$ cat src/rtl/quaternion_to_euler_angles_macros.svh
// ----------------------------------------------------------------------------
// quaternion to euler angles assertion macros
// shared concurrent assertion forms for the rtl folder
// ----------------------------------------------------------------------------
`ifndef QUATERNION_TO_EULER_ANGLES_MACROS_SVH
`define QUATERNION_TO_EULER_ANGLES_MACROS_SVH

// same-cycle implication
`define QTEA_ASSERT_IMP(lbl, ck, rn, ante, cons, msg) \
	lbl: assert property (@(posedge ck) disable iff (!rn) (ante) |-> (cons)) \
		else $error(msg);

// next-cycle implication
`define QTEA_ASSERT_NXT(lbl, ck, rn, ante, cons, msg) \
	lbl: assert property (@(posedge ck) disable iff (!rn) (ante) |=> (cons)) \
		else $error(msg);

`endif

$ cat src/rtl/qtea_pkg.sv
// ----------------------------------------------------------------------------
// qtea_pkg
// widths, constants and types shared by the quaternion to euler datapath
// ----------------------------------------------------------------------------
package qtea_pkg;

	localparam int QW      = 16;
	localparam int PRW     = 32;
	localparam int SW      = 34;
	localparam int CW      = 37;
	localparam int ZW      = 21;
	localparam int AW      = 22;
	localparam int PW      = 52;
	localparam int NLANE   = 3;
	localparam int CSTEPS  = 16;
	localparam int SQ_IN_W = 38;
	localparam int SQ_W    = 19;
	localparam int SQ_RW   = 22;
	localparam int OUT_W   = 94;

	localparam int LN_ROLL  = 0;
	localparam int LN_PITCH = 1;
	localparam int LN_YAW   = 2;

	localparam logic signed [SW-1:0] ONE_Q28 = {{(SW-29){1'b0}}, 1'b1, 28'd0};
	localparam logic signed [ZW-1:0] PI_Q16 = 21'sd205887;
	localparam logic signed [AW-1:0] HALF_PI_Q16 = 22'sd102944;
	localparam logic signed [PW-1:0] DEG_K = 52'sd480631834;
	localparam logic signed [PW-1:0] DEG_RND = 52'sd2147483648;
	localparam logic signed [AW-1:0] HEAD_OFS = 22'sd23040;

	localparam logic signed [ZW-1:0] ATAN_TAB [CSTEPS] = '{
		21'sd51472, 21'sd30386, 21'sd16055, 21'sd8150, 21'sd4091, 21'sd2047,
		21'sd1024, 21'sd512, 21'sd256, 21'sd128, 21'sd64, 21'sd32,
		21'sd16, 21'sd8, 21'sd4, 21'sd2
	};

	localparam logic signed [AW-1:0] RAD_LIM [NLANE] = '{22'sd25736, 22'sd12868, 22'sd25736};
	localparam logic signed [AW-1:0] DEG_LIM [NLANE] = '{22'sd23040, 22'sd11520, 22'sd23040};

	typedef struct packed {
		logic signed [CW-1:0] y;
		logic signed [CW-1:0] x;
	} qtea_vec_t;

	function automatic logic signed [AW-1:0] sat_ang(logic signed [AW-1:0] v,
			logic signed [AW-1:0] lim);
		logic signed [AW-1:0] r;
		r = v;
		if (v > lim) r = lim;
		if (v < -lim) r = -lim;
		return r;
	endfunction

endpackage

$ cat src/rtl/qtea_isqrt.sv
// ----------------------------------------------------------------------------
// qtea_isqrt
// two-lane pipelined restoring integer square root, one root bit per stage
// ----------------------------------------------------------------------------
module qtea_isqrt (
	input  logic clk,
	input  logic arst_n,
	input  logic en,
	input  logic in_valid,
	input  logic [1:0][qtea_pkg::SQ_IN_W-1:0] op_in,
	output logic out_valid,
	output logic [1:0][qtea_pkg::SQ_W-1:0] root_out
);

	logic [qtea_pkg::SQ_IN_W-1:0] op_s   [qtea_pkg::SQ_W][2];
	logic [qtea_pkg::SQ_RW-1:0]   rem_s  [qtea_pkg::SQ_W][2];
	logic [qtea_pkg::SQ_W-1:0]    root_s [qtea_pkg::SQ_W][2];
	logic [qtea_pkg::SQ_W-1:0]    v_s;

	always_ff @(posedge clk or negedge arst_n) begin
		if (!arst_n) begin
			v_s <= '0;
		end else if (en) begin
			v_s <= {v_s[qtea_pkg::SQ_W-2:0], in_valid};
		end
	end

	for (genvar k = 0; k < qtea_pkg::SQ_W; k++) begin : g_step
		for (genvar l = 0; l < 2; l++) begin : g_lane
			logic [qtea_pkg::SQ_IN_W-1:0] op_c;
			logic [qtea_pkg::SQ_RW-1:0] rem_c, rem_n, trial;
			logic [qtea_pkg::SQ_W-1:0] root_c;
			logic ge;

			if (k == 0) begin : g_first
				assign op_c   = op_in[l];
				assign rem_c  = '0;
				assign root_c = '0;
			end else begin : g_next
				assign op_c   = op_s[k-1][l];
				assign rem_c  = rem_s[k-1][l];
				assign root_c = root_s[k-1][l];
			end

			assign rem_n = {rem_c[qtea_pkg::SQ_RW-3:0], op_c[qtea_pkg::SQ_IN_W-1 -: 2]};
			assign trial = {1'b0, root_c, 2'b01};
			assign ge    = (rem_n >= trial);

			always_ff @(posedge clk) begin
				if (en) begin
					op_s[k][l]   <= {op_c[qtea_pkg::SQ_IN_W-3:0], 2'b00};
					rem_s[k][l]  <= ge ? (rem_n - trial) : rem_n;
					root_s[k][l] <= {root_c[qtea_pkg::SQ_W-2:0], ge};
				end
			end
		end
	end

	assign out_valid   = v_s[qtea_pkg::SQ_W-1];
	assign root_out[0] = root_s[qtea_pkg::SQ_W-1][0];
	assign root_out[1] = root_s[qtea_pkg::SQ_W-1][1];

endmodule

$ cat config.mk
export PLATFORM = sky130hd
export DESIGN_NAME = qtea_isqrt
export DESIGN_NICKNAME = d
export VERILOG_FILES = /design/src/rtl/quaternion_to_euler_angles_macros.svh /design/src/rtl/qtea_pkg.sv /design/src/rtl/qtea_isqrt.sv
export SDC_FILE = /design/constraint.sdc
export NUM_CORES = 2
export LEC_CHECK = 0
export BUFFER_PORTS_ARGS = -buffer_cell sky130_fd_sc_hd__buf_2
export CORE_UTILIZATION = 65
export DETAILED_ROUTE_END_ITERATION = 10
export GPL_TIMING_DRIVEN = 0
export HOLD_SLACK_MARGIN = 0.15
export PLACE_DENSITY = 0.88
export SLEW_MARGIN = 25
export SYNTH_ARGS = -nofsm -noshare
export SYNTH_HDL_FRONTEND = slang
export SYNTH_SLANG_ARGS = --single-unit
$ cat constraint.sdc
create_clock -name clk -period 5.55 [get_ports clk]
set_input_delay 1.11 -clock clk [delete_from_list [all_inputs] [get_ports clk]]
set_output_delay 1.11 -clock clk [all_outputs]
set_load 0.005 [all_outputs]
==> results by group <==
Timing
  • Setup-failing EPs final: 0
  • Setup skew after layout: 0.0609 ns
  • Slew of the pin with the lowest slew margin: 1.00 ns
  • Unrepaired setup endpoints after global routing: false
  • Slew Limit Fails: 0
  • Rel. slew slack: 0.327
  • Final setup TNS: 0 ns
  • Fin crit period: approximately 4.4 ns
  • Fmax: 227 MHz
  • Final hold violation count: 0
  • Crit share post-route: 0.793

Finish
  • Fillers: 7346
  • Diode count: 0
  • Multi-input combinational cell area: ~0.025 sq mm
  • Area growth syn-to-layout: 11.1%
  • Register area: 0.0527 sq mm
  • Share of layout cells above drive strength 1: 0.0821
  • Layout Nets: 6858

Route
  • Remaining routing DRC violations: 0
  • Via density: ~6
  • Vias: 48400
  • DRT iter0 DRCs: roughly 4000
  • First drt pass iteration count: 7
  • WL final: ~150000 um
  • Avg WL per Cell: 19.0 um
  • Final ANT Viol Nets: 0

CTS
  • Post-CTS sizing: 0
  • H-tree Lvls: 4
  • Clock Path Buffers: 3
  • Postcts setup bufs: 0
  • Hold-fix buffers at CTS: 0
  • CTS tree: yes
  • Clock Latency Late Sink: 0.82 ns
  • CTS root buf: clkbuf_16
  • Clk slew on worst S/H paths: roughly 0.060 ns
  • CTS buffer count: around 180
  • Clock net sink count: 1757

Floorplanning
  • Starting density of the core: 0.657
  • FP Rows: between 100 and 150
  • DIE AREA: 0.125 sq mm
  • Core Area: roughly 0.12 sq mm
  • Die Ht: 353 um
  • Die width: roughly 350 um
  • I/O Pins: 119

Setup path
  • Reg-to-reg slack, setup: 1.15 ns
  • Critical path capture point type: flop
  • CP Launch Point: rem_s[2][134]
  • CP max FO: 10
  • Worst R2R Start: rem_s[2][134]
  • WP data arrival: 4.95 ns
  • WS Path Type: reg -> reg
  • CP startpoint kind: flop
  • WP data required: 6.10 ns

Power and ir drop
  • PwrDens: 392 mW/mm^2
  • Reg power frac: 0.498
  • Worst VDD drop: 0.000353 V
  • P_sw: around 9 mW
  • Clk pwr share: 0.346
  • Net Sw Frac: 0.260
  • Pleak: between 30 and 40 nW
  • Internal power: around 26 mW
  • Comb power frac: 0.156
  • Total power: 34.9 mW

Synth
  • Post-synthesis cell count: 6050
  • Share of the synthesized area in the top cell type: 0.650
  • Number of synthesized register bits: between 1500 and 2000
  • XOR/XNOR Fraction of Synth Area: 0.0540
  • Multiplexer share of the synthesized area: 0.0116
  • Predominant post-synthesis flop cell: edfxtp_1
  • Async set-reset flop share out of synthesis: 0.0108
  • Synth Cell Area: 0.0803 sq mm
  • Post-synthesis compound-gate area fraction: 0.0897
  • Post-synth EDFFs: 1738
  • Synth warnings: 0
  • Post-synthesis sequential area ratio: 0.656
  • Syn_area_per_cell: roughly 13 sq um
  • Largest cells by area after synthesis: edfxtp_1, ha_1, xnor2_1, xor2_1, inv_1
  • Synth Area in Adders: 0.0655
  • Most numerous cell in the Yosys netlist: edfxtp_1
  • Synth area leader: edfxtp_1
  • Commonest cells in the netlist: edfxtp_1, inv_1, ha_1
  • Synth Area in Simple Gates: 0.0945
  • Largest family of logic cells by synthesized area: simple AND/OR/NAND/NOR gates
  • Library cells used by synthesis: 79

Placement
  • RD Place Congestion: 0.933
  • Post-DP HPWL: 102000 um
  • Port bufs: 118

GRT
  • Vias in the first global route: 49300
  • Met3 GRT Util: 0.0406
  • GR peak layer: met2
  • First-pass GRT wire length: 246000 um
  • M1 GR Usage: 0.266
  • Grt ovf: 0
  • Largest net degree at the start of global routing: 151
  • Total GRT Usage: 0.247
  • Met2 usage: 0.457
  • Initial antenna violation count: 0

Run status
  • Status: complete, no violations

Run
  • Max Cap Viol: 0

Min path
  • Worst hold-check path type: in -> async
[worst max-delay path, cell delays in order (launching register included)]
cell and delay, ns:
edfxtp_1 0.44, ha_1 0.42, a21oi_1 0.26, nor3b_1 0.35
a211oi_1 0.18, o31ai_1 0.56, o21ai_0 0.20, nor2_1 0.53
inv_1 0.40, clkbuf_1 0.34, a21oi_1 0.46
[cells in the final DEF, fill, tap and decap left out, types with 121 or more instances in the layout]
cell       instances
inv_1            520
nand2_1          354
xnor2_1          251
nor2_1           414
buf_2            121
ha_1             420
xor2_1           244
edfxtp_1        1738
clkbuf_16        176
o21ai_0          279
a21oi_1          324
nor3_1           169
[through the flow]
stage	setup WS (ns)	hold slack, ns	instance area [sq um]	utilization	cells
5_1_grt	1.15	0.194	89100	0.729	8130
3_3_place_gp	-22.02	0.400	82900	0.678	7794
6_report	1.15	0.228	89100	0.729	8130
2_1_floorplan	2.68	0.400	80300	-	6051
3_5_place_dp	1.23	0.405	83200	0.681	7806
4_1_cts	1.41	0.180	89100	0.729	8130
[final timing paths]
| check | endpoint | cells after the start |
|---|---|---|
| max | rem_s[3][10] | 10 |
| min | v_s[15] | 1 |
| max reg2reg | rem_s[3][10] | 10 |
| min reg2reg | op_s[0][258] | 0 |
| max in group asynchronous | v_s[10] | 1 |
| min in group clk | op_s[0][258] | 0 |
[power groups by stage]
stage	registers, mW	logic (mW)	clock network, mW
6_report	17.4	5.43	12.1
2_1_floorplan	17.3	3.98	0
3_5_place_dp	17.6	5.29	0
5_1_grt	17.5	6.02	12.8
4_1_cts	17.4	5.39	12.3
3_3_place_gp	18.2	5.07	0
[cells by family after synthesis]
group / Yosys count
buffers and inverters: 606
and+or+nand+nor: 1540
DFF: 1757
other: 1
adders and majority gates: 420
AOI/OAI and AO/OA: 1147
muxes: 84
xor gates and xnor gates: 495
[area by class of cell]
class	instances	area share
Sequential cell	1757	0.591
Multi-Input combinational cell	3688	0.284
Clock buffer	201	0.0505
Tap cell	1625	0.0228
Inverter	522	0.0220
Clock inverter	123	0.0157
Timing Repair Buffer	130	0.0105
Buffer	84	0.00368
[metal layers]
| layer | share of wire | routed length (um) |
|---|---|---|
| met1 | 0.37 | 56300 |
| met2 | 0.53 | 81700 |
| met3 | 0.052 | 7990 |
| met4 | 0.054 | 8290 |
| met5 | 0 | 0 |
[state kept, by name (all words and copies together), names as in the netlist]
| signal | count |
|---|---|
| op_s | 684 |
| root_s | 380 |
| v_s | 19 |
| rem_s | 674 |
(Power assumes the default switching activity.)
